[config.mk]
export PLATFORM = sky130hd
export DESIGN_NAME = fp32_fp16_converter_top_flat
export DESIGN_NICKNAME = d
export VERILOG_FILES = /design/src/sv/f2h_pkg.sv /design/src/sv/f2h_if.sv /design/src/sv/fp32_fp16_converter_top.sv /design/src/flat_wrapper.sv
export SDC_FILE = /design/constraint.sdc
export NUM_CORES = 1
export LEC_CHECK = 0
export BUFFER_PORTS_ARGS = -buffer_cell sky130_fd_sc_hd__buf_2
export CAP_MARGIN = 30
export CORE_ASPECT_RATIO = 0.5
export CORE_MARGIN = 5
export CORE_UTILIZATION = 62
export CTS_CLUSTER_SIZE = 8
export DETAILED_ROUTE_END_ITERATION = 16
export PLACE_DENSITY = 0.84
export SETUP_SLACK_MARGIN = 0.4
export SLEW_MARGIN = 20
export SYNTH_ARGS = -nofsm -noshare
export SYNTH_HDL_FRONTEND = slang
export SYNTH_SLANG_ARGS = --single-unit
export TNS_END_PERCENT = 10
[constraint.sdc]
create_clock -name i_clk -period 11.55 [get_ports i_clk]
set_input_delay 1.7325 -clock i_clk [delete_from_list [all_inputs] [get_ports i_clk]]
set_output_delay 1.7325 -clock i_clk [all_outputs]
set_load 0.05 [all_outputs]
[src/sv/f2h_pkg.sv]
// ----------------------------------------------------------------------------
// Conversion package
// Shared constants and conversion functions for the binary32/binary16 unit.
// ----------------------------------------------------------------------------
package f2h_pkg;

    localparam int unsigned OperandWidth = 32;
    localparam int unsigned ResultWidth  = 32;

    localparam logic [15:0] HalfInf    = 16'h7c00;
    localparam logic [15:0] HalfSign   = 16'h8000;
    localparam logic [15:0] HalfFrac   = 16'h03ff;
    localparam logic [12:0] LowMask    = 13'h1fff;
    localparam logic [12:0] LowHalf    = 13'h1000;
    localparam logic [23:0] HiddenBit  = 24'h800000;
    localparam logic [31:0] SingleInf  = 32'h7f800000;
    localparam logic [22:0] SingleFrac = 23'h7fffff;

    localparam logic KindToHalf   = 1'b0;
    localparam logic KindToSingle = 1'b1;

    function automatic logic [15:0] single_to_half(input logic [31:0] bits);
        logic [15:0] sign;
        logic [7:0]  ebits;
        logic [22:0] frac;
        logic [23:0] mant;
        logic [4:0]  shift;
        logic [47:0] wide;
        logic [23:0] kept_s;
        logic [23:0] rest_s;
        logic [23:0] half_s;
        logic [9:0]  kept;
        logic [12:0] rest;
        logic [9:0]  payload;
        logic [15:0] res;
        logic [10:0] sum;
        sign  = bits[31] ? HalfSign : 16'h0000;
        ebits = bits[30:23];
        frac  = bits[22:0] & SingleFrac;
        mant  = HiddenBit | {1'b0, frac};
        shift = 5'd0;
        wide  = '0;
        kept_s = '0;
        rest_s = '0;
        half_s = '0;
        kept  = frac[22:13];
        rest  = frac[12:0] & LowMask;
        payload = frac[22:13];
        sum   = '0;
        if (ebits == 8'hff) begin
            if (frac == 23'd0) begin
                res = sign | HalfInf;
            end else begin
                if (payload == 10'd0) begin
                    payload = 10'd1;
                end
                res = sign | HalfInf | {6'd0, payload};
            end
        end else if (ebits >= 8'd143) begin
            res = sign | HalfInf;
        end else if (ebits <= 8'd112) begin
            if (ebits < 8'd102) begin
                res = sign;
            end else begin
                shift  = 5'd14 + 5'(8'd112 - ebits);
                wide   = {mant, 24'd0} >> shift;
                kept_s = wide[47:24];
                rest_s = wide[23:0];
                half_s = 24'h800000;
                if (rest_s > half_s || (rest_s == half_s && kept_s[0])) begin
                    kept_s = kept_s + 24'd1;
                end
                res = sign | kept_s[15:0];
            end
        end else begin
            sum = {1'b0, kept};
            if (rest > LowHalf || (rest == LowHalf && kept[0])) begin
                sum = sum + 11'd1;
            end
            res = sign | ({11'd0, 5'(ebits - 8'd112)} << 10);
            res = res + {5'd0, sum};
            if (res[14:10] == 5'h1f) begin
                res = sign | HalfInf;
            end
        end
        return res;
    endfunction

    function automatic logic [31:0] half_to_single(input logic [15:0] h);
        logic [31:0] sign;
        logic [4:0]  ebits;
        logic [9:0]  frac;
        logic [3:0]  lz;
        logic [10:0] norm;
        logic [31:0] res;
        sign  = h[15] ? 32'h80000000 : 32'd0;
        ebits = h[14:10];
        frac  = h[9:0] & HalfFrac[9:0];
        lz    = 4'd0;
        for (int i = 0; i < 10; i++) begin
            if (frac[i]) begin
                lz = 4'(9 - i);
            end
        end
        norm = {1'b0, frac} << (lz + 4'd1);
        if (ebits == 5'd0) begin
            if (frac == 10'd0) begin
                res = sign;
            end else begin
                res = sign | ({24'd0, 8'(8'd112 - {4'd0, lz})} << 23)
                    | ({22'd0, norm[9:0]} << 13);
            end
        end else if (ebits == 5'h1f) begin
            res = sign | SingleInf | ({22'd0, frac} << 13);
        end else begin
            res = sign | ({24'd0, 8'({3'd0, ebits} + 8'd112)} << 23)
                | ({22'd0, frac} << 13);
        end
        return res;
    endfunction

endpackage

[src/sv/f2h_if.sv]
// ----------------------------------------------------------------------------
// Stream interfaces
// Valid/ready channels for conversion requests and results.
// ----------------------------------------------------------------------------
interface f2h_req_if import f2h_pkg::*; (input logic i_clk);
    logic                    valid;
    logic                    ready;
    logic                    kind;
    logic [OperandWidth-1:0] operand_bits;
    modport source (output valid, kind, operand_bits, input ready);
    modport sink (input valid, kind, operand_bits, output ready);
endinterface

interface f2h_rsp_if import f2h_pkg::*; (input logic i_clk);
    logic                   valid;
    logic                   ready;
    logic [ResultWidth-1:0] result_bits;
    modport source (output valid, result_bits, input ready);
    modport sink (input valid, result_bits, output ready);
endinterface

[src/sv/fp32_fp16_converter_top.sv]
// ----------------------------------------------------------------------------
// Binary32/binary16 converter
// Converts IEEE 754 single to half with round to nearest even, or half to
// single exactly. One transaction is accepted every cycle unless the output
// stalls. A request is first captured in the input register, and its result
// is then loaded into the result register when that register advances. The
// input register advances only when the result register is empty or its
// result is taken, unless the input register is itself empty.
// ----------------------------------------------------------------------------
module fp32_fp16_converter_top import f2h_pkg::*; (
    input  logic      i_clk,
    input  logic      i_rst_n,
    f2h_req_if.sink   i_req,
    f2h_rsp_if.source o_rsp
);
    logic                    r_in_valid;
    logic                    r_kind;
    logic [OperandWidth-1:0] r_operand;
    logic                    r_out_valid;
    logic [ResultWidth-1:0]  r_result;
    logic [ResultWidth-1:0]  n_result;
    logic                    w_adv;

    assign w_adv       = !r_out_valid || o_rsp.ready;
    assign i_req.ready = w_adv || !r_in_valid;

    always_comb begin
        if (r_kind == KindToSingle) begin
            n_result = half_to_single(r_operand[15:0]);
        end else begin
            n_result = {16'd0, single_to_half(r_operand)};
        end
    end

    always_ff @(posedge i_clk) begin
        if (!i_rst_n) begin
            r_in_valid  <= 1'b0;
            r_out_valid <= 1'b0;
        end else begin
            if (w_adv) begin
                r_out_valid <= r_in_valid;
            end
            if (i_req.ready) begin
                r_in_valid <= i_req.valid;
            end
        end
        if (i_req.ready && i_req.valid) begin
            r_kind    <= i_req.kind;
            r_operand <= i_req.operand_bits;
        end
        if (w_adv && r_in_valid) begin
            r_result <= n_result;
        end
    end

    assign o_rsp.valid       = r_out_valid;
    assign o_rsp.result_bits = r_result;
endmodule

[src/flat_wrapper.sv]
// flat-port wrapper written by rule: the top's interface ports become plain ports
module fp32_fp16_converter_top_flat import f2h_pkg::*;
  (i_clk, i_rst_n, i_req_valid, i_req_kind, i_req_operand_bits, i_req_ready, o_rsp_valid, o_rsp_result_bits, o_rsp_ready);
  f2h_req_if i_req_i (.i_clk(i_clk));
  f2h_rsp_if o_rsp_i (.i_clk(i_clk));
  input  logic i_clk;
  input  logic i_rst_n;
  input wire logic [$bits(i_req_i.valid)-1:0] i_req_valid;
  input wire logic [$bits(i_req_i.kind)-1:0] i_req_kind;
  input wire logic [$bits(i_req_i.operand_bits)-1:0] i_req_operand_bits;
  output wire logic [$bits(i_req_i.ready)-1:0] i_req_ready;
  output wire logic [$bits(o_rsp_i.valid)-1:0] o_rsp_valid;
  output wire logic [$bits(o_rsp_i.result_bits)-1:0] o_rsp_result_bits;
  input wire logic [$bits(o_rsp_i.ready)-1:0] o_rsp_ready;
  assign i_req_i.valid = i_req_valid;
  assign i_req_i.kind = i_req_kind;
  assign i_req_i.operand_bits = i_req_operand_bits;
  assign i_req_ready = i_req_i.ready;
  assign o_rsp_valid = o_rsp_i.valid;
  assign o_rsp_result_bits = o_rsp_i.result_bits;
  assign o_rsp_i.ready = o_rsp_ready;
  fp32_fp16_converter_top u_core (.i_clk(i_clk), .i_rst_n(i_rst_n), .i_req(i_req_i), .o_rsp(o_rsp_i));
endmodule
# == Word-level counts from Yosys, hierarchy flattened ==
# Cells that the tools add are included.
# classes
shift,2
add_sub_neg,9
bitwise,8
n_eq_ne,5
n_mul,0
magnitude_cmp,5
div,0
reduce_logical,14
muxes,38
# ops
operator,n
2-to-1 mux 16 bit,14
2-to-1 mux 32 bit,4
OR 32 x 23 -> 32 bit,3
OR 32 x 31 -> 32 bit,2
2-to-1 mux 11 bit,5
>> shifter 48 x 5 -> 40 bit,1
2-to-1 mux 4 bit,11
2-to-1 mux 10 bit,4
"equality test 24 bit, second input constant",1
"greater-than comparator 24 bit, second input constant",1
logical NOT 23 bit,1
logical NOT 10 bit,2
"adder 16 x 1 -> 16 bit, second input constant",1
adder 16 x 11 -> 16 bit,1
OR 16 x 10 -> 16 bit,1
OR 16 x 15 -> 16 bit,1
OR 16 bit,1
"equality test 13 bit, second input constant",1
"greater-than comparator 13 bit, second input constant",1
"adder 10 x 1 -> 11 bit, second input constant",1
"equality test 5 bit, second input constant",2
left shift 10 x 4 -> 10 bit,1
"adder 5 x 7 -> 8 bit, second input constant",1
"equality test 8 bit, second input constant",1
12 further kinds,19
# totals
regBits,67
inputBits,37
latchBits,0
mem_bits_rw,0
elab_cells,87
mem_count,0
output_inout_bits,34
mem_bits_ro,0

# == Depth between registers and ports, before layout ==
# depth
depth_word,18
depth_mapped,19
depth_no_buf,16

# == Worst setup path before layout ==
# OpenSTA, ideal clock, no wires.
# synth_path
kind,flip-flop to flip-flop
start,register u_core.r_operand[5]
end,"register u_core.r_result[7], in the netlist u_core.o_rsp.result_bits[7] (data pin)"
n_path_buf,1
setup_slack_ns,7.294
required_time_ns,11.283
setup_time_ns,0.267
arrival_ns,3.989
period_less_slack_ns,4.256
path_stages_with_launch,18
cell_sequence,edfxtp_1 clkbuf_1 nor4_1 nand4_1 o211a_1 and3_1 and3_1 and3_1 and3_1 ha_1 ha_1 xnor2_1 o41ai_1 inv_1 nand2_1 o21ai_0 a221oi_1 nor2_1
# synth_between
elab_chain_cells,16
elab_cells_between_ends,35
classes_between,2 x add/sub; 2 x order compare; 3 x eq/ne; 1 x shift; 20 x mux; 1 x bitwise; 6 x reduce/logical
# synth_rtl
item,line_no,text
"start, declared",fp32_fp16_converter_top.sv:18,logic [OperandWidth-1:0] r_operand;
"start signal, assigned",fp32_fp16_converter_top.sv:49,r_operand <= i_req.operand_bits;
branches (longest 15 deep; another with adder 16 x 11 -> 16 bit),n/a,
2-to-1 mux 16 bit (*),fp32_fp16_converter_top.sv:28,if (r_kind == KindToSingle) begin
"end signal, assigned",fp32_fp16_converter_top.sv:52,r_result <= n_result;
"end, declared",fp32_fp16_converter_top.sv:20,logic [ResultWidth-1:0] r_result;
# Mark *: on every way between the ends. The select of a mux whose other input is x is not followed.
# A chain may end at the register's enable or synchronous reset.

# == Worst setup path in the final report ==
# layout_path
start,register u_core.r_operand[5]
end,"register u_core.r_result[4], in the netlist u_core.o_rsp.result_bits[4] (data pin)"
# The elaborated chain is that of the path after synthesis.

==> impl_metrics.toml <==
[run_status]
status = "finished clean"

[die]
rows = 24
die_w_um = 146
start_util_pct = 64.9
core_area_sq_um = 8890
io_pins = 71
die_y_um = 78.2
dieArea_sq_um = 11400

[synthesis]
netlist_instances = 583
seq_area_frac_synth_pct = 34.0
syn_nets = 631
syn_avg_cell_area_sq_um = 9.89
ys_types = 84
synth_edf_count = 64
syn_area_sq_um = 5770
ys_seq_elements = 66
synthArstFlopShare_pct = 0
synthFlopType = "edfxtp_1"
synth_warnings = 0

[cts]
postCtsSetupBuffers = 0
cts_buffers = 9
cts_num_sinks = 66
cts_hold_buffers = 0
ctsResizeCount = 0
insertion_delay_ns = 0.33
cts_buffer_depth = 2
tritoncts = "built"
clk_pin_slew_worst_paths_ns = 0.06
cts_root_buf = "clkbuf_16"
htree_levels = 3

[power_and_ir_drop]
switching_power_uw = 287
leakagePower_nw = 2.44
internal-power_uw = 519
comb_power_share_pct = 30.3
peakVddDrop_mv = 0.0876
clkPwrFrac_pct = 32.5
sw_frac_of_total_pct = 35.6
pwr-share-seq_pct = 37.2
power_density_nw_per_um2 = 126

[flow_run]
drv_cap = 0

[sta]
whs_ns = 0.521
worstMarginPinSlew_ns = 1.01
fin_skew_ns = 0.00860
setup_viol = 0
max_freq_mhz = 194
fin_ws_ns = 6.39
period_minus_slack_ns = 5.16
slew_headroom_pct = 32.2
rsz0062_at_grt = "false"
slew_viol_final = 0
fin_tns_setup_ns = 0
hold_violations = 0
fin_crit_sh_pct = 44.6

[critical_path]
crit_arrival_ns = 5.22
critPathRequiredTime_ns = 11.61
timing_worst_setup_path_type = "reg -> reg"
end_kind = "flip-flop"
crit_path_start_kind = "flip-flop"
critPathMaxFanout = 13

[route]
drtIter0Drc = 716
route.detailed.drc = 0
vias = 5245
routed_wl_mm = 17.2
antenna_left = 0
wl_per_cell_um = 22.7
vias_per_cell = 6.95
dr.pass1.iters = 5

[global_routing]
gr-usage-all-layers_pct = 29.8
grt_max_degree = 36
grt_overflow = 0
antenna_found_initial = 0
grt_pass1_wl_mm = 26.9
grt_pass1_vias = 4806

[place]
place_congestion = 0.953
dp_hpwl_mm = 12.9
pre_cts_slack_ns = 6.55
numPortBuffers = 70

[hold_path]
hp-class = "reg -> reg"

[layout]
n_antenna_cell = 0
area_delta_synth_final_pct = 11.0
nets = 681
drive_gt1_share_pct = 24.3
-- critical path, cell delays in order (launching register included) --
cell      delay, ns
edfxtp_1       0.56
nor4_1         0.57
nand4_1        0.42
o211a_1        0.38
and3_1         0.21
and3_1         0.20
and3_1         0.20
and3_1         0.18
ha_1           0.21
ha_1           0.21
xnor2_1        0.14
o41ai_1        0.57
inv_1          0.16
nand2_1        0.25
o21ai_0        0.12
a22oi_1        0.38
o22ai_1        0.12
-- power groups by stage --
stage | combinational, mW | clock (mW) | sequential, mW
4_1_cts | 0.236 | 0.265 | 0.299
5_1_grt | 0.256 | 0.279 | 0.301
6_report | 0.244 | 0.262 | 0.299
2_1_floorplan | 0.167 | 0 | 0.313
3_3_place_gp | 0.234 | 0 | 0.303
3_5_place_dp | 0.235 | 0 | 0.304
-- cell families after synthesis --
| logic type | share of synthesized area [%] |
|---|---|
| simple gates | 18.3 |
| mux | 18.6 |
| xor+xnor | 3.73 |
| compound gates | 16.9 |
| flops | 34.0 |
| buf+inv | 6.01 |
| fa+ha+maj | 2.39 |
-- area by class of cell --
class | count | area [sq um]
clock inverter | 7 | 60.1
tap | 117 | 146
clock buffer | 9 | 225
sequential | 66 | 1960
inverter | 24 | 90.1
multi-input combinational | 450 | 3470
fill | 676 | 2490
timing repair buffer | 82 | 448
-- final timing paths --
check / from / end / slack (ns) / cells after the start
setup reg to reg: u_core.r_operand[5]$_DFFE_PP_ / u_core.o_rsp.result_bits[4]$_SDFFCE_PP0P_ / 6.39 / 16
hold reg to reg: u_core.r_in_valid$_SDFFE_PN0N_ / u_core.o_rsp.valid$_SDFFE_PN0P_ / 0.52 / 1
setup / recovery: u_core.r_operand[5]$_DFFE_PP_ / u_core.o_rsp.result_bits[4]$_SDFFCE_PP0P_ / 6.39 / 16
hold / removal: u_core.r_in_valid$_SDFFE_PN0N_ / u_core.o_rsp.valid$_SDFFE_PN0P_ / 0.52 / 1
-- Yosys cell counts (3+ instances only) --
master    number  area share, %
o41ai_1        3           0.46
clkbuf_1      19            1.2
xnor2_1       11            1.7
and3_1        11            1.2
mux2_2        16            3.1
o22ai_1        9           0.98
and2_1         8           0.87
o21ai_0       19            1.6
nor2b_1        6           0.65
nand3_1       21            1.8
nor3_1        17            1.5
buf_4          3           0.39
nand2b_1       9           0.98
nand4_1       11            1.2
a211oi_1       7           0.91
a21oi_1       30            2.6
mux4_2        21            8.2
o31ai_1        4           0.52
buf_1          3           0.20
mux4_1         3            1.4
buf_6          5           0.98
edfxtp_1      64             33
nand2_1       46            3.0
a221oi_1       5           0.76
xor2_1         8            1.2
a22oi_1        7           0.91
o21a_1         7           0.91
mux2_4         3           0.78
nor2_1        43            2.8
o21ai_1        5           0.43
inv_1         22            1.4
or3_1          6           0.65
o32ai_1        5           0.76
mux2i_1       27            4.7
buf_2         11           0.95
a31oi_1        8           0.87
ha_1          11            2.4
nor4_1        10            1.1
-- stage by stage --
step | total power, mW | cell area (sq um) | util (%) | cells
6_report | 0.806 | 6400 | 72.0 | 755
5_1_grt | 0.837 | 6400 | 72.0 | 755
4_1_cts | 0.800 | 6400 | 72.0 | 755
3_5_place_dp | 0.539 | 6110 | 68.8 | 739
3_3_place_gp | 0.537 | 6100 | 68.6 | 738
2_1_floorplan | 0.479 | 5770 | - | 583
-- sequential cells by signal, indices dropped and copies added (netlist names) --
signal and count:
u_core.o_rsp.valid 1, u_core.r_operand 32, u_core.r_kind 1, u_core.r_in_valid 1, u_core.o_rsp.result_bits 31
-- cells in the final DEF, fill, tap and decap left out, types with 10 or more instances in the layout --
| master | n |
|---|---|
| buf_2 | 70 |
| edfxtp_1 | 64 |
| nand2_1 | 46 |
| nor2_1 | 43 |
| a21oi_1 | 30 |
| mux2i_1 | 27 |
| inv_1 | 22 |
| mux4_2 | 21 |
| nand3_1 | 21 |
| o21ai_0 | 19 |
| nor3_1 | 17 |
| mux2_2 | 16 |
| xnor2_1 | 11 |
| nand4_1 | 11 |
| and3_1 | 11 |
| ha_1 | 11 |
| buf_4 | 11 |
| nor4_1 | 10 |
-- per-layer routing --
layer / track usage (%) / up-vias / wire, um
li1: - / 2354 / -
met1: 44.3 / 2514 / 7310
met2: 44.1 / 349 / 7440
met3: 8.00 / 28 / 2180
met4: 5.91 / 0 / 218
met5: 0 / - / 0
No activity file was read; power rests on OpenSTA's default activity.
